--- config.mk ---
export PLATFORM = sky130hd
export DESIGN_NAME = circular_deque
export DESIGN_NICKNAME = d
export VERILOG_FILES = /design/src/rtl/cdq_pkg.sv /design/src/rtl/cdq_store.sv /design/src/rtl/cdq_ctrl.sv /design/src/rtl/circular_deque.sv
export SDC_FILE = /design/constraint.sdc
export NUM_CORES = 1
export LEC_CHECK = 0
export ABC_AREA = 0
export BUFFER_PORTS_ARGS = -buffer_cell sky130_fd_sc_hd__buf_2
export CAP_MARGIN = 40
export CORE_ASPECT_RATIO = 1.2
export CORE_MARGIN = 2
export CORE_UTILIZATION = 55
export CTS_BUF_LIST = sky130_fd_sc_hd__clkbuf_2
export CTS_CLUSTER_DIAMETER = 120
export DETAILED_ROUTE_END_ITERATION = 12
export GPL_TIMING_DRIVEN = 0
export PLACE_DENSITY = 0.74
export SLEW_MARGIN = 5
export SYNTH_ARGS = -nofsm -noshare
export SYNTH_HDL_FRONTEND = slang
export SYNTH_SLANG_ARGS = --single-unit
--- constraint.sdc ---
create_clock -name i_clk -period 10.5 [get_ports i_clk]
set_input_delay 2.1 -clock i_clk [delete_from_list [all_inputs] [get_ports i_clk]]
set_output_delay 2.1 -clock i_clk [all_outputs]
set_load 0.005 [all_outputs]
--- src/rtl/cdq_pkg.sv ---
// ----------------------------------------------------------------------------
// cdq_pkg
// Shared types and constants of the circular double-ended queue.
// ----------------------------------------------------------------------------
package cdq_pkg;

    localparam int OP_W       = 2;
    localparam int STATUS_W   = 2;
    localparam int VALUE_W    = 32;
    localparam int CAP_W      = 5;
    localparam logic [CAP_W-1:0] CAP_RESET = 5'd16;

    typedef enum logic [OP_W-1:0] {
        OP_PUSH_FRONT = 2'd0,
        OP_PUSH_REAR  = 2'd1,
        OP_POP_FRONT  = 2'd2,
        OP_POP_REAR   = 2'd3
    } t_op;

    typedef enum logic [STATUS_W-1:0] {
        ST_DONE  = 2'd0,
        ST_FULL  = 2'd1,
        ST_EMPTY = 2'd2
    } t_status;

endpackage

--- src/rtl/cdq_store.sv ---
// ----------------------------------------------------------------------------
// cdq_store
// Single-port entry store with a registered read port.
// ----------------------------------------------------------------------------
module cdq_store #(
    parameter int DEPTH      = 16,
    parameter int DATA_WIDTH = 32
) (
    input  logic                     i_clk,
    input  logic                     i_en,
    input  logic                     i_we,
    input  logic [$clog2(DEPTH)-1:0] i_addr,
    input  logic [DATA_WIDTH-1:0]    i_wdata,
    output logic [DATA_WIDTH-1:0]    o_rdata
);

    logic [DATA_WIDTH-1:0] r_mem [DEPTH];
    logic [DATA_WIDTH-1:0] r_rdata;

    always_ff @(posedge i_clk) begin
        if (i_en) begin
            if (i_we) begin
                r_mem[i_addr] <= i_wdata;
            end else begin
                r_rdata <= r_mem[i_addr];
            end
        end
    end

    assign o_rdata = r_rdata;

endmodule

--- src/rtl/cdq_ctrl.sv ---
// ----------------------------------------------------------------------------
// cdq_ctrl
// Head and tail pointers, empty flag, capacity register and result register.
// ----------------------------------------------------------------------------
module cdq_ctrl #(
    parameter int DEPTH      = 16,
    parameter int DATA_WIDTH = 32
) (
    input  logic                              i_clk,
    input  logic                              i_rst_n,
    input  logic                              i_cfg_valid,
    input  logic [cdq_pkg::CAP_W-1:0]         i_cfg_capacity,
    input  logic                              i_in_valid,
    output logic                              o_in_stall,
    input  logic [cdq_pkg::OP_W-1:0]          i_operation,
    input  logic signed [cdq_pkg::VALUE_W-1:0] i_push_value,
    output logic                              o_out_valid,
    input  logic                              i_out_stall,
    output logic [cdq_pkg::STATUS_W-1:0]      o_status,
    output logic signed [cdq_pkg::VALUE_W-1:0] o_pop_value,
    output logic                              o_mem_en,
    output logic                              o_mem_we,
    output logic [$clog2(DEPTH)-1:0]          o_mem_addr,
    output logic [DATA_WIDTH-1:0]             o_mem_wdata,
    input  logic [DATA_WIDTH-1:0]             i_mem_rdata
);
    import cdq_pkg::*;

    localparam int PTR_W = $clog2(DEPTH);

    logic [CAP_W-1:0] r_capacity;
    logic [PTR_W-1:0] r_head, n_head;
    logic [PTR_W-1:0] r_tail, n_tail;
    logic             r_vacant, n_vacant;
    logic             r_out_valid;
    t_status          r_status, n_status;
    logic             r_pop_ok, n_pop_ok;

    logic [CAP_W-1:0] cap_eff;
    logic [PTR_W-1:0] cap_last;
    logic             full;
    logic             acc;
    t_op              op;
    logic [63:0]      rdata_wide;

    assign op  = t_op'(i_operation);
    assign acc = i_in_valid && !o_in_stall;

    always_comb begin
        cap_eff = (r_capacity == '0) ? CAP_W'(1) : r_capacity;
        if (32'(cap_eff) > 32'(DEPTH)) begin
            cap_eff = CAP_W'(DEPTH);
        end
    end

    assign cap_last = PTR_W'(cap_eff - CAP_W'(1));

    assign full = !r_vacant &&
                  ((r_head == '0 && r_tail == cap_last) ||
                   ({1'b0, r_head} == {1'b0, r_tail} + (PTR_W+1)'(1)));

    always_comb begin
        n_head      = r_head;
        n_tail      = r_tail;
        n_vacant    = r_vacant;
        n_status    = ST_DONE;
        n_pop_ok    = 1'b0;
        o_mem_en    = 1'b0;
        o_mem_we    = 1'b0;
        o_mem_addr  = r_head;
        o_mem_wdata = DATA_WIDTH'($unsigned(i_push_value));
        if (acc) begin
            unique case (op)
                OP_PUSH_FRONT: begin
                    if (full) begin
                        n_status = ST_FULL;
                    end else if (r_vacant) begin
                        n_head     = '0;
                        n_tail     = '0;
                        n_vacant   = 1'b0;
                        o_mem_en   = 1'b1;
                        o_mem_we   = 1'b1;
                        o_mem_addr = '0;
                    end else begin
                        n_head     = (r_head == '0) ? cap_last : r_head - PTR_W'(1);
                        o_mem_en   = 1'b1;
                        o_mem_we   = 1'b1;
                        o_mem_addr = n_head;
                    end
                end
                OP_PUSH_REAR: begin
                    if (full) begin
                        n_status = ST_FULL;
                    end else if (r_vacant) begin
                        n_head     = '0;
                        n_tail     = '0;
                        n_vacant   = 1'b0;
                        o_mem_en   = 1'b1;
                        o_mem_we   = 1'b1;
                        o_mem_addr = '0;
                    end else begin
                        n_tail     = (r_tail == cap_last) ? '0 : r_tail + PTR_W'(1);
                        o_mem_en   = 1'b1;
                        o_mem_we   = 1'b1;
                        o_mem_addr = n_tail;
                    end
                end
                OP_POP_FRONT: begin
                    if (r_vacant) begin
                        n_status = ST_EMPTY;
                    end else begin
                        n_pop_ok   = 1'b1;
                        o_mem_en   = 1'b1;
                        o_mem_addr = r_head;
                        if (r_head == r_tail) begin
                            n_head   = '0;
                            n_tail   = '0;
                            n_vacant = 1'b1;
                        end else begin
                            n_head = (r_head == cap_last) ? '0 : r_head + PTR_W'(1);
                        end
                    end
                end
                OP_POP_REAR: begin
                    if (r_vacant) begin
                        n_status = ST_EMPTY;
                    end else begin
                        n_pop_ok   = 1'b1;
                        o_mem_en   = 1'b1;
                        o_mem_addr = r_tail;
                        if (r_head == r_tail) begin
                            n_head   = '0;
                            n_tail   = '0;
                            n_vacant = 1'b1;
                        end else begin
                            n_tail = (r_tail == '0) ? cap_last : r_tail - PTR_W'(1);
                        end
                    end
                end
                default: begin
                    n_status = ST_DONE;
                end
            endcase
        end
    end

    always_ff @(posedge i_clk) begin
        if (!i_rst_n) begin
            r_capacity  <= CAP_RESET;
            r_head      <= '0;
            r_tail      <= '0;
            r_vacant    <= 1'b1;
            r_out_valid <= 1'b0;
        end else begin
            if (i_cfg_valid) begin
                r_capacity <= i_cfg_capacity;
                r_head     <= '0;
                r_tail     <= '0;
                r_vacant   <= 1'b1;
            end else begin
                r_head   <= n_head;
                r_tail   <= n_tail;
                r_vacant <= n_vacant;
            end
            if (acc) begin
                r_out_valid <= 1'b1;
            end else if (!i_out_stall) begin
                r_out_valid <= 1'b0;
            end
        end
    end

    // hold the result payload until the next transfer in
    always_ff @(posedge i_clk) begin
        if (acc) begin
            r_status <= n_status;
            r_pop_ok <= n_pop_ok;
        end
    end

    assign rdata_wide  = 64'(i_mem_rdata);
    assign o_in_stall  = r_out_valid && i_out_stall;
    assign o_out_valid = r_out_valid;
    assign o_status    = r_status;
    assign o_pop_value = r_pop_ok ? $signed(rdata_wide[VALUE_W-1:0]) : '0;

    a_vacant_ptrs: assert property (@(posedge i_clk) disable iff (!i_rst_n)
        r_vacant |-> (r_head == '0 && r_tail == '0))
        else $error("empty queue with pointers away from zero");

    a_ptr_range: assert property (@(posedge i_clk) disable iff (!i_rst_n)
        !r_vacant |-> (r_head <= cap_last && r_tail <= cap_last))
        else $error("pointer beyond capacity");

    a_result_follows: assert property (@(posedge i_clk) disable iff (!i_rst_n)
        acc |=> r_out_valid)
        else $error("accepted item left no result");

    a_push_fills: assert property (@(posedge i_clk) disable iff (!i_rst_n)
        (acc && !i_cfg_valid && !full &&
         (op == OP_PUSH_FRONT || op == OP_PUSH_REAR)) |=> !r_vacant)
        else $error("successful push left queue empty");

endmodule

--- src/rtl/circular_deque.sv ---
// ----------------------------------------------------------------------------
// circular_deque
// Double-ended queue over a circular single-port store of configurable
// capacity; pushes and pops at either end, refusals reported by status.
//
//   channel   direction  handshake               payload
//   cfg       in         i_cfg_valid/o_cfg_ready i_cfg_capacity
//   in        in         i_in_valid/o_in_stall   i_operation, i_push_value
//   out       out        o_out_valid/i_out_stall o_status, o_pop_value
//
// One item per cycle while the result is not stalled; the result appears in
// the cycle after the transfer in, as the store has a registered read port.
// Reset is synchronous: capacity 16, queue empty; the store is not cleared.
// A capacity write empties the queue.
// A stalled result stalls the input until it is taken.
// ----------------------------------------------------------------------------
module circular_deque #(
    parameter int DEPTH      = 16,
    parameter int DATA_WIDTH = 32
) (
    input  logic                              i_clk,
    input  logic                              i_rst_n,
    input  logic                              i_cfg_valid,
    output logic                              o_cfg_ready,
    input  logic [cdq_pkg::CAP_W-1:0]         i_cfg_capacity,
    input  logic                              i_in_valid,
    output logic                              o_in_stall,
    input  logic [cdq_pkg::OP_W-1:0]          i_operation,
    input  logic signed [cdq_pkg::VALUE_W-1:0] i_push_value,
    output logic                              o_out_valid,
    input  logic                              i_out_stall,
    output logic [cdq_pkg::STATUS_W-1:0]      o_status,
    output logic signed [cdq_pkg::VALUE_W-1:0] o_pop_value
);
    import cdq_pkg::*;

    localparam int PTR_W = $clog2(DEPTH);

    logic                  mem_en;
    logic                  mem_we;
    logic [PTR_W-1:0]      mem_addr;
    logic [DATA_WIDTH-1:0] mem_wdata;
    logic [DATA_WIDTH-1:0] mem_rdata;

    assign o_cfg_ready = 1'b1;

    cdq_ctrl #(
        .DEPTH      (DEPTH),
        .DATA_WIDTH (DATA_WIDTH)
    ) u_ctrl (
        .i_clk          (i_clk),
        .i_rst_n        (i_rst_n),
        .i_cfg_valid    (i_cfg_valid),
        .i_cfg_capacity (i_cfg_capacity),
        .i_in_valid     (i_in_valid),
        .o_in_stall     (o_in_stall),
        .i_operation    (i_operation),
        .i_push_value   (i_push_value),
        .o_out_valid    (o_out_valid),
        .i_out_stall    (i_out_stall),
        .o_status       (o_status),
        .o_pop_value    (o_pop_value),
        .o_mem_en       (mem_en),
        .o_mem_we       (mem_we),
        .o_mem_addr     (mem_addr),
        .o_mem_wdata    (mem_wdata),
        .i_mem_rdata    (mem_rdata)
    );

    cdq_store #(
        .DEPTH      (DEPTH),
        .DATA_WIDTH (DATA_WIDTH)
    ) u_store (
        .i_clk   (i_clk),
        .i_en    (mem_en),
        .i_we    (mem_we),
        .i_addr  (mem_addr),
        .i_wdata (mem_wdata),
        .o_rdata (mem_rdata)
    );

endmodule

# Word-level counts from Yosys, hierarchy flattened
# Memories as Yosys holds them, arrays and structs flattened. A register that Yosys moved wholly into a read port is not among the register bits.
# Index checks and enable logic that the tools add are counted.
[op_classes]
n_bitwise = 2
n_eq_ne = 17
n_reduce_logical = 18
mux = 43
order_cmp = 1
addsub = 6
[op_table]
columns = ["cell", "count"]
rows = [
  ["2-to-1 mux 4 bit", 20],
  ["case mux 4 bit (4 select lines)", 3],
  ["2-to-1 mux 32 bit", 1],
  ["2-to-1 mux 1 bit", 14],
  ["== test 4 bit", 3],
  ["subtractor 4 x 1 -> 4 bit (second input constant)", 3],
  ["inequality test 2 x 1 -> 1 bit (second input constant)", 5],
  ["inequality test 2 bit (second input constant)", 5],
  ["adder 4 x 1 -> 4 bit (second input constant)", 2],
  ["logical NOT 4 bit", 2],
  ["AND reduction 7 bit", 1],
  ["AND reduction 6 bit", 1],
  ["OR reduction 2 bit", 3],
  ["adder 4 x 1 -> 5 bit (second input constant)", 1],
  ["== test 4 x 5 -> 1 bit", 1],
  ["> comparator 5 bit (second input constant)", 1],
  ["logical NOT 5 bit", 1],
  ["2-to-1 mux 5 bit", 1],
  ["== test 2 bit (second input constant)", 2],
  ["logical AND 1 bit", 4],
  ["case mux 1 bit (2 select lines)", 2],
  ["case mux 2 bit (2 select lines)", 1],
  ["AND reduction 2 bit", 2],
  ["== test 2 x 1 -> 1 bit (second input constant)", 1],
  ["5 further kinds", 7],
]
[word_totals]
out_inout_bits = 37
mem_count = 1
wordCells = 95
reg_bits = 18
ramBits = 512
inputBits = 44
[mem_list]
columns = ["memory", "depth", "width", "rd", "rd_clocked_by_memory_dff", "wr", "line_no", "source"]
rows = [
  ["u_store.r_mem", 16, 32, 1, 1, 1, "cdq_store.sv:17", "logic [DATA_WIDTH-1:0] r_mem [DEPTH];"],
]

# Logic depth before layout (Yosys ltp)
# Gate-level depths: netlist (run 1).
[depth]
depth_word = 15
mapped_depth = 16
mapped_depth_nobuf = 12

# Hierarchy
# From an unflattened synthesis (run 1), not the netlist that was laid out.
[hier_totals]
cells_unflattened = 1136
hier_area_um2 = 22471.6
[by_module_without_submodules]
columns = ["module", "instances", "area_each_um2", "seq_area_each_um2", "cells_each"]
rows = [
  ["cdq_store", 1, 20216.9, 16335.7, 844],
  ["cdq_ctrl", 1, 2243.4, 390.4, 290],
  ["circular_deque", 1, 11.3, 0.0, 2],
]

# Worst setup path after synthesis (run 1)
# No wires, ideal clock.
[synth_path]
path_type = "in2reg"
startpoint = "input i_operation[1] in the netlist's numbering"
endpoint = "memory u_store.r_mem[13][0] (enable)"
required_ns = 9.987
path_slack_ns = 2.823
arrival_time_ns = 7.164
setup_ns = 0.513
path_stages = 7
n_path_buf = 2
path_cell_list = "clkbuf_1 or3_1 or3_1 and3_1 nor2_2 clkbuf_1 nor4b_1"
[synth_via]
elab_chain_len = 7
elab_cells_between_ends = 15
classes_between = "eq/ne: 3; mux: 9; reduce/logical: 3"
[synth_rtl]
columns = ["item", "line_no", "source"]
rows = [
  ["from (decl)", "circular_deque.sv:28", "input logic [cdq_pkg::OP_W-1:0] i_operation,"],
  ["== test 2 x 1 -> 1 bit or logical NOT 2 bit (tied branches)", "cdq_ctrl.sv:73", "unique case (op)"],
  ["OR reduction 2 bit (no line)", "--", ""],
  ["2-to-1 mux 1 bit", "--", ""],
  ["2-to-1 mux 1 bit", "cdq_ctrl.sv:72", "if (acc) begin"],
  ["2-to-1 mux 1 bit", "cdq_store.sv:22", "if (i_we) begin"],
  ["2-to-1 mux 1 bit", "cdq_store.sv:21", "if (i_en) begin"],
  ["2-to-1 mux 1 bit (implied by the code)", "cdq_store.sv:23", "r_mem[i_addr] <= i_wdata;"],
  ["to (decl)", "cdq_store.sv:17", ""],
]
# Parallel ways exist; a longest one is shown, timed or not.

# Worst setup path after layout (run 1)
[layout_path]
startpoint = "register u_ctrl.r_capacity[4]"
endpoint = "memory u_store.r_mem[11][13] (enable)"
[layout_via]
elab_chain_len = 15
elab_cells_between_ends = 25
classes_between = "add/sub: 1; order compare: 1; eq/ne: 1; mux: 18; reduce/logical: 4"
[layout_rtl]
columns = ["item", "line_no", "source"]
rows = [
  ["from (decl)", "cdq_ctrl.sv:31", "logic [CAP_W-1:0] r_capacity;"],
  ["from (signal assigned)", "cdq_ctrl.sv:156", "r_capacity <= i_cfg_capacity;"],
  ["logical NOT 5 bit", "cdq_ctrl.sv:50", "cap_eff = (r_capacity == '0) ? CAP_W'(1) : r_capacity;"],
  ["2-to-1 mux 5 bit *", "cdq_ctrl.sv:50", ""],
  ["> comparator 5 bit", "cdq_ctrl.sv:51", "if (32'(cap_eff) > 32'(DEPTH)) begin"],
  ["2-to-1 mux 4 bit *", "cdq_ctrl.sv:51", ""],
  ["subtractor 4 x 1 -> 4 bit *", "cdq_ctrl.sv:56", "assign cap_last = PTR_W'(cap_eff - CAP_W'(1));"],
  ["== test 4 bit", "cdq_ctrl.sv:59, cdq_ctrl.sv:102", ""],
  ["logical AND 1 bit", "cdq_ctrl.sv:59", "((r_head == '0 && r_tail == cap_last) ||"],
  ["logical OR 1 bit", "cdq_ctrl.sv:59", ""],
  ["logical AND 1 bit", "cdq_ctrl.sv:58", "assign full = !r_vacant &&"],
  ["2-to-1 mux 1 bit", "cdq_ctrl.sv:92", "if (full) begin"],
  ["2-to-1 mux 1 bit", "--", ""],
  ["2-to-1 mux 1 bit", "cdq_ctrl.sv:72", ""],
  ["2-to-1 mux 1 bit", "cdq_store.sv:22", ""],
  ["2-to-1 mux 1 bit", "cdq_store.sv:21", ""],
  ["2-to-1 mux 1 bit (implied by the code)", "cdq_store.sv:23", ""],
]
# Mark *: on every way between the ends. The rest lies on a longest branch, timed or not.

==> results of run 1 <==
==> stage by stage <==
step | total power, W | area, µm²
floorplan | 0.00266 | 23300
global placement | 0.00274 | 24400
detailed placement | 0.00275 | 25000
CTS | 0.00417 | 26200
global route | 0.00429 | 26200
finish | 0.00414 | 26200
==> sequential cells by signal, indices dropped and copies added (netlist names) <==
name / count
u_store.r_mem: 512
u_ctrl.r_vacant: 1
u_ctrl.o_out_valid: 1
u_ctrl.o_status: 2
u_store.o_rdata: 32
u_ctrl.r_head: 4
u_ctrl.r_pop_ok: 1
u_ctrl.r_tail: 4
u_ctrl.r_capacity: 5
==> per-layer routing <==
metal / GRT usage / share of wire
met5: 0 / 0
met4: 0.129 / 0.036
met3: 0.0541 / 0.085
met2: 0.451 / 0.50
met1: 0.333 / 0.37
==> cells by family (layout without fill, tap and decap cells) <==
| group | Yosys count | after routing |
|---|---|---|
| simple gates | 658 | 658 |
| flops | 562 | 562 |
| compound gates | 202 | 202 |
| buf+inv | 126 | 487 |
| mux | 102 | 102 |
| xor+xnor | 15 | 15 |
| fa+ha+maj | 5 | 5 |
| other cells | 1 | 4 |
==> critical path, cell delays in order, from the launching register on <==
cell and delay, ps:
dfxtp_1 360, or4_4 560, and2_1 150, clkbuf_1 180
ha_1 420, xnor2_1 160, a211o_1 390, o31a_1 370
buf_6 160, a31oi_1 270, or3_1 160, nand3_1 120
nor2_2 540, clkbuf_1 530, nor4b_2 820, buf_4 310
buf_4 190, buf_4 190
==> cell type report <==
cell class	count	area (µm²)	area share
sequential	562	16700	0.638
clock buffer	170	851	0.0324
multi-input combinational	983	6010	0.229
antenna	3	7.51	0.000286
tap	546	683	0.0261
clock inverter	42	360	0.0137
inverter	15	56.3	0.00215
buffer	111	592	0.0226
timing repair buffer	149	936	0.0357
==> final timing paths <==
| kind | from | endpoint | cells after the start |
|---|---|---|---|
| max | u_ctrl.r_capacity[4]$_SDFFE_PN1P_ | u_store.r_mem[11][13]$_DFFE_PP_ | 17 |
| min | u_ctrl.r_capacity[2]$_SDFFE_PN0P_ | u_ctrl.r_capacity[2]$_SDFFE_PN0P_ | 2 |
| max reg2reg | u_ctrl.r_capacity[4]$_SDFFE_PN1P_ | u_store.r_mem[11][13]$_DFFE_PP_ | 17 |
| min reg2reg | u_ctrl.r_capacity[2]$_SDFFE_PN0P_ | u_ctrl.r_capacity[2]$_SDFFE_PN0P_ | 2 |
==> power groups by stage <==
stage          clock [W]  combinational (W)  sequential, W
2_1_floorplan          0           0.000129        0.00253
5_1_grt          0.00156           0.000248        0.00248
3_3_place_gp           0           0.000216        0.00253
3_5_place_dp           0           0.000227        0.00253
6_report         0.00144           0.000230        0.00248
4_1_cts          0.00146           0.000228        0.00248
==> synth_stat cells (all sizes together), types with 9 or more instances <==
master  number
nor4        10
a221o       32
xnor2       10
o32ai       34
edfxtp     547
mux2i       69
clkbuf      39
nor2b       10
mux2        33
a31oi       66
a21oi       16
and2        35
inv         13
and3       134
buf         72
nor2        24
dfxtp       15
o21ai       17
nand2      410
nor3         9
==> reports/qor.txt, run 1 <==
RSZ-0062 raised after global routing -> false
share of layout cells above drive strength 1 -> 0.234
clock transition at the registers of the reported paths -> 100 ps
Pwr Density -> 158 nW/µm²
setup ws final -> 4320 ps
GP Congestion -> 0.863
drc violations -> 0
TritonCTS buffer count -> 133
initial drt markers -> 1486
CP Launch Type -> flop
Routed WL -> 57500 µm
Hold Vio Cnt, Final -> 0
largest net degree at the start of global routing -> 33
Internal -> 0.00317 W
Post-Place Cells -> 2364
Netlist cell types -> 66
synth warn -> 0
Area growth, synth to finish -> 12.5%
Worst IR Drop VDD -> 0.0880 mV
Die Y -> 229 µm
CP endpoint kind -> flop
Synth Area in XOR/XNOR -> 0.00623
Fmax -> 162 MHz
CTS Sinks -> 562
HPWL Detailed -> 38400 µm
WL per Instance -> 22.3 µm
via count -> 15300
mux cell area share after synthesis -> 0.0456
Die Area -> 44000 µm²
nets -> 2004
first-pass GRT wire length -> 87200 µm
post-layout util -> 0.628
FFs w/ async S/R, synth -> 0
top cells by area, synth -> edfxtp_1 71%, nand2_1 6.6%, and3_1 3.6%
status -> completed
synthesized area -> 23300 µm²
post-CTS sizing -> 0
Psw -> 0.000978 W
most common cell after layout, fill and taps aside -> edfxtp_1
most frequent cells in the layout -> 547 x edfxtp_1, 408 x nand2_1, 171 x clkbuf_2, 144 x buf_2, 130 x and3_1
CP Class -> flop to flop
sw frac -> 0.236
setup TNS -> 0 ps
worst reg2reg setup slack -> 4320 ps
Fillers -> 3106
Min-Delay Path Class -> flop to flop
CTS tree -> built
Non-Filler Instances -> 2581
vias in the first global route -> 15300
synthesized flop and latch total -> 562
H-tree Lvls -> 4
GRT Residual Overflow -> 0
combinational share of power -> 0.055
Simple-Gate Fraction of Synth Area -> 0.131
vias per cell -> 5.91
core area -> 41800 µm²
Max Cap Violations -> 0
antenna violations before repair -> 1
ys flop type -> edfxtp_1
Row Count -> 82
pre-CTS setup slack -> 3980 ps
Synth Instances -> 1671
Final period util -> 0.589
power share of the sequential group -> 0.598
CP required -> 11280 ps
Synth Area in Compound Gates -> 0.0686
Least-Margin Pin Slew -> 916 ps
IO Pins -> 81
top cell type's share of synthesized area -> 0.705
Buffers on Ports -> 77
CTS max path bufs -> 3
worst-path maximum fanout -> 10
Clk Latency, worst-skew pair -> 1130 ps
Tmin final -> 6180 ps
syn avg cell area -> 13.9 µm²
Layout Skew -> 85.5 ps
CTS root buffer -> clkbuf_2
Clk pwr share -> 0.347
Slew HR -> 0.384
antenna-violating nets left -> 0
Post-synth EDFFs -> 547
Final setup viols -> 0
GRT Util Overall -> 0.269
Final Slew Violations -> 0
Post-CTS Setup Inserts -> 0
Post-Synth Adder-Cell Area -> 0.00269
Pleak -> 9.53 nW
TritonRoute pass-1 iters -> 7
Initial Util -> 0.558
CP arrival -> 6960 ps
Post-Syn Nets -> 1720
Hold Buf Count CTS -> 0
die extent in x -> 192 µm
register area share after synthesis -> 0.718
largest family of logic cells by synthesized area -> simple AND/OR/NAND/NOR gates
Hold WS -> 559 ps
largest area contributor in the netlist -> edfxtp_1
Note: power is estimated with default switching activity, not from simulation.
==> run 2, diff against run 1 <==
Settings changed: ABC_AREA 0 to 1.
Clock period 10.5 ns to 6.3 ns, I/O delays scaled along.
==> run 2 against run 1 <==
Compared with the run above: hold slack worse by 180 ps; maximum frequency up 25%; flip-flop and latch count is the same; sequential share of layout area decreased by 3.1 points; critical path depth increased by 4; clock power grew 60%; critical endpoint is now u_store.r_mem[11][16]$_DFFE_PP_; largest cell class unchanged.
==> reports/qor.txt, run 2 <==
status -> completed
Netlist cell types -> 41 (-38%)
H-tree Lvls -> 4 (unchanged)
CTS tree -> built
CP required -> 7110 ps (-4170 ps)
most frequent cells in the layout -> 1207 x nand2_1, 547 x edfxtp_1, 273 x nand3_1, 192 x clkbuf_2, 152 x buf_2
Die Area -> 46700 µm² (+6.0%)
CP arrival -> 5770 ps (-1190 ps)
top cell type's share of synthesized area -> 0.664 (-0.0408)
Synth Instances -> 2460 (+47%)
GRT Util Overall -> 0.298 (+0.0297)
register area share after synthesis -> 0.676 (-0.0416)
antenna violations before repair -> 1 (unchanged)
Clk Latency, worst-skew pair -> 1150 ps (+20 ps)
worst path cell trace -> nor2_1, nand2_1, nand2_1, nand2_2, ha_1, xor2_1, nand3_1, nor2_1, nand3_1, nand2_2, nand2_2, buf_6, nand2_1, o21ai_0, o21ai_1, o22ai_1, nor2_2, buf_2, inv_1, nor2_4, buf_16
GP Congestion -> 0.858 (-0.59%)
WL per Instance -> 20.5 µm (-8.0%)
most common cell after layout, fill and taps aside -> nand2_1
via count -> 18900 (+24%)
vias per cell -> 5.62 (-4.9%)
Pleak -> 12.1 nW (+27%)
Hold Buf Count CTS -> 0 (unchanged)
Fmax -> 202 MHz (+25%)
CP Launch Type -> flop
setup TNS -> 0 ps (unchanged)
Post-Syn Nets -> 2509 (+46%)
CTS Sinks -> 562 (unchanged)
Layout Skew -> 72.5 ps (-13.0 ps)
core area -> 44700 µm² (+7.0%)
FFs w/ async S/R, synth -> 0 (unchanged)
Row Count -> 85 (+3.7%)
Tmin final -> 4960 ps (-1220 ps)
crit path buf inv count -> 4 (-2)
HPWL Detailed -> 46300 µm (+20%)
Min-Delay Path Class -> primary input to flop
Initial Util -> 0.554 (-0.00428)
TritonCTS buffer count -> 137 (+3.0%)
Hold Crit Depth -> 3 (+1)
RSZ-0062 raised after global routing -> false
largest area contributor in the netlist -> edfxtp_1
Reg area -> 16700 µm² (unchanged)
Fillers -> 3635 (+17%)
initial drt markers -> 2039 (+37%)
Final period util -> 0.787 (+0.199)
IO Pins -> 81 (unchanged)
Final setup viols -> 0 (unchanged)
synthesized area -> 24700 µm² (+6.1%)
Worst IR Drop VDD -> 0.174 mV (+97%)
Hold WS -> 379 ps (-180 ps)
Max stage delay cell, worst path -> nor2_4
first-pass GRT wire length -> 103000 µm (+18%)
Commonest cells post-synth -> 1207 x nand2_1, 547 x edfxtp_1, 273 x nand3_1, 127 x inv_1, 72 x buf_2
CP Class -> flop to flop
Final Slew Violations -> 0 (unchanged)
share of layout cells above drive strength 1 -> 0.160 (-0.0734)
max reg flops -> 512 (unchanged)
hold wc startpoint -> i_cfg_capacity[4]
r2r startpoint -> u_ctrl.r_capacity[2]$_SDFFE_PN0P_
syn avg cell area -> 10.1 µm² (-28%)
synth warn -> 0 (unchanged)
drc violations -> 0 (unchanged)
ys flop type -> edfxtp_1
synthesized flop and latch total -> 562 (unchanged)
GRT Residual Overflow -> 0 (unchanged)
Die Y -> 236 µm (+3.0%)
Post-CTS Setup Inserts -> 0 (unchanged)
worst reg2reg setup slack -> 1340 ps (-2980 ps)
antenna-violating nets left -> 0 (unchanged)
Buffers on Ports -> 79 (+2.6%)
Max Cap Violations -> 0 (unchanged)
CTS root buffer -> clkbuf_2
slowest stage delay, CP -> 750 ps (-70 ps)
vias in the first global route -> 18400 (+20%)
multi-input combinational cell area -> 6920 µm² (+15%)
Final Power -> 0.00737 W (+78%)
Non-Filler Instances -> 3354 (+30%)
die extent in x -> 198 µm (+3.0%)
Area growth, synth to finish -> 11.5%
Least-Margin Pin Slew -> 896 ps (-20.5 ps)
Routed WL -> 68800 µm (+20%)
Largest Register -> u_store.r_mem
hold path endpoint -> u_ctrl.r_capacity[4]$_SDFFE_PN1P_
Slew HR -> 0.401 (+0.0173)
Pwr Density -> 267 nW/µm² (+69%)
post-layout util -> 0.617 (-0.0107)
post-CTS sizing -> 0 (unchanged)
nets -> 2749 (+37%)
Post-synth EDFFs -> 547 (unchanged)
CP top delay family -> simple AND/OR/NAND/NOR gates
worst r2r path cells -> 21 (+4)
TritonRoute pass-1 iters -> 10 (+3)
largest net degree at the start of global routing -> 23 (-30%)
CP endpoint kind -> flop
top cells by area, synth -> edfxtp_1 66%, nand2_1 18%, nand3_1 5.5%
most frequent cell after synthesis -> nand2_1
worst reg2reg path endpoint -> u_store.r_mem[11][16]$_DFFE_PP_
Hold Vio Cnt, Final -> 0 (unchanged)
Post-Place Cells -> 3125 (+32%)
clock transition at the registers of the reported paths -> 90 ps (about the same)
worst-path maximum fanout -> 21 (+11)
CTS max path bufs -> 3 (unchanged)
[run 2: cell types whose count changed after synthesis, moves of 32 or more]
cell     before   now
nand2_1     408  1207
nand3_1       6   273
and3_1      134     0
inv_1        12   127
mux2i_1      69     0
a31oi_1      66     4
and2_1       35     0
mux2_2       33     0
a221o_1      32     0
[run 2: how the worst max path moves through the flow]
| stage | slack (ps) | startpoint | depth (start not counted) | end |
|---|---|---|---|---|
| 2_1_floorplan | 1910 | i_out_stall | 10 | u_store.r_mem[0][0]$_DFFE_PP_ |
| 3_3_place_gp | -550 | i_out_stall | 6 | u_store.o_rdata[15]$_DFFE_PP_ |
| 3_5_place_dp | 1390 | i_out_stall | 13 | u_store.r_mem[11][14]$_DFFE_PP_ |
| 4_1_cts | 1370 | u_ctrl.r_capacity[2]$_SDFFE_PN0P_ | 21 | u_store.r_mem[11][16]$_DFFE_PP_ |
| 5_1_grt | 1060 | u_ctrl.r_capacity[2]$_SDFFE_PN0P_ | 21 | u_store.r_mem[11][16]$_DFFE_PP_ |
| 6_report | 1340 | u_ctrl.r_capacity[2]$_SDFFE_PN0P_ | 21 | u_store.r_mem[11][16]$_DFFE_PP_ |
[run 2: power by group]
part           total [W]  internal, W  switching (W)
Sequential       0.00416      0.00414      0.0000123
Clock            0.00231     0.000898        0.00141
Combinational   0.000906     0.000243       0.000663
Total            0.00737      0.00528        0.00209
[run 2: final cells by class]
| type | count | share of cell area |
|---|---|---|
| Antenna cell | 1 | 0.0000908 |
| Tap cell | 565 | 0.0256 |
| Timing Repair Buffer | 101 | 0.0306 |
| Multi-Input combinational cell | 1630 | 0.251 |
| Clock inverter | 35 | 0.00717 |
| Inverter | 133 | 0.0181 |
| Clock buffer | 192 | 0.0349 |
| Sequential cell | 562 | 0.607 |
| Buffer | 135 | 0.0259 |
[run 2: per-layer routing]
layer | share of wire | global-route usage | routed length, µm | up-vias
li1 | - | - | - | 8677
met1 | 0.36 | 0.365 | 24500 | 8826
met2 | 0.49 | 0.500 | 33900 | 1132
met3 | 0.10 | 0.0572 | 7090 | 222
met4 | 0.048 | 0.162 | 3280 | 0
met5 | 0 | 0 | 0 | -
[run 2: tightest hold or removal path, stage by stage]
cell	delay (ps)
buf_2	80
a21oi_1	50
o21ai_0	60
[run 2: cell families (layout without fill, tap and decap cells)]
| group | count (synthesis) | count (layout) | synth area share |
|---|---|---|---|
| buffers and inverters | 268 | 596 | 0.0490 |
| DFF | 562 | 562 | 0.676 |
| other | 1 | 2 | 0.000152 |
| and+or+nand+nor | 1549 | 1549 | 0.251 |
| AOI/OAI and AO/OA | 61 | 61 | 0.0155 |
| adders and majority gates | 5 | 5 | 0.00253 |
| xor gates and xnor gates | 14 | 14 | 0.00526 |
[run 2: stage by stage]
stage | instance area [µm²] | setup WS, ps
6_report | 27600 | 1340
5_1_grt | 27600 | 1060
4_1_cts | 27600 | 1370
3_5_place_dp | 26400 | 1390
3_3_place_gp | 25800 | -549
2_1_floorplan | 24700 | 1910
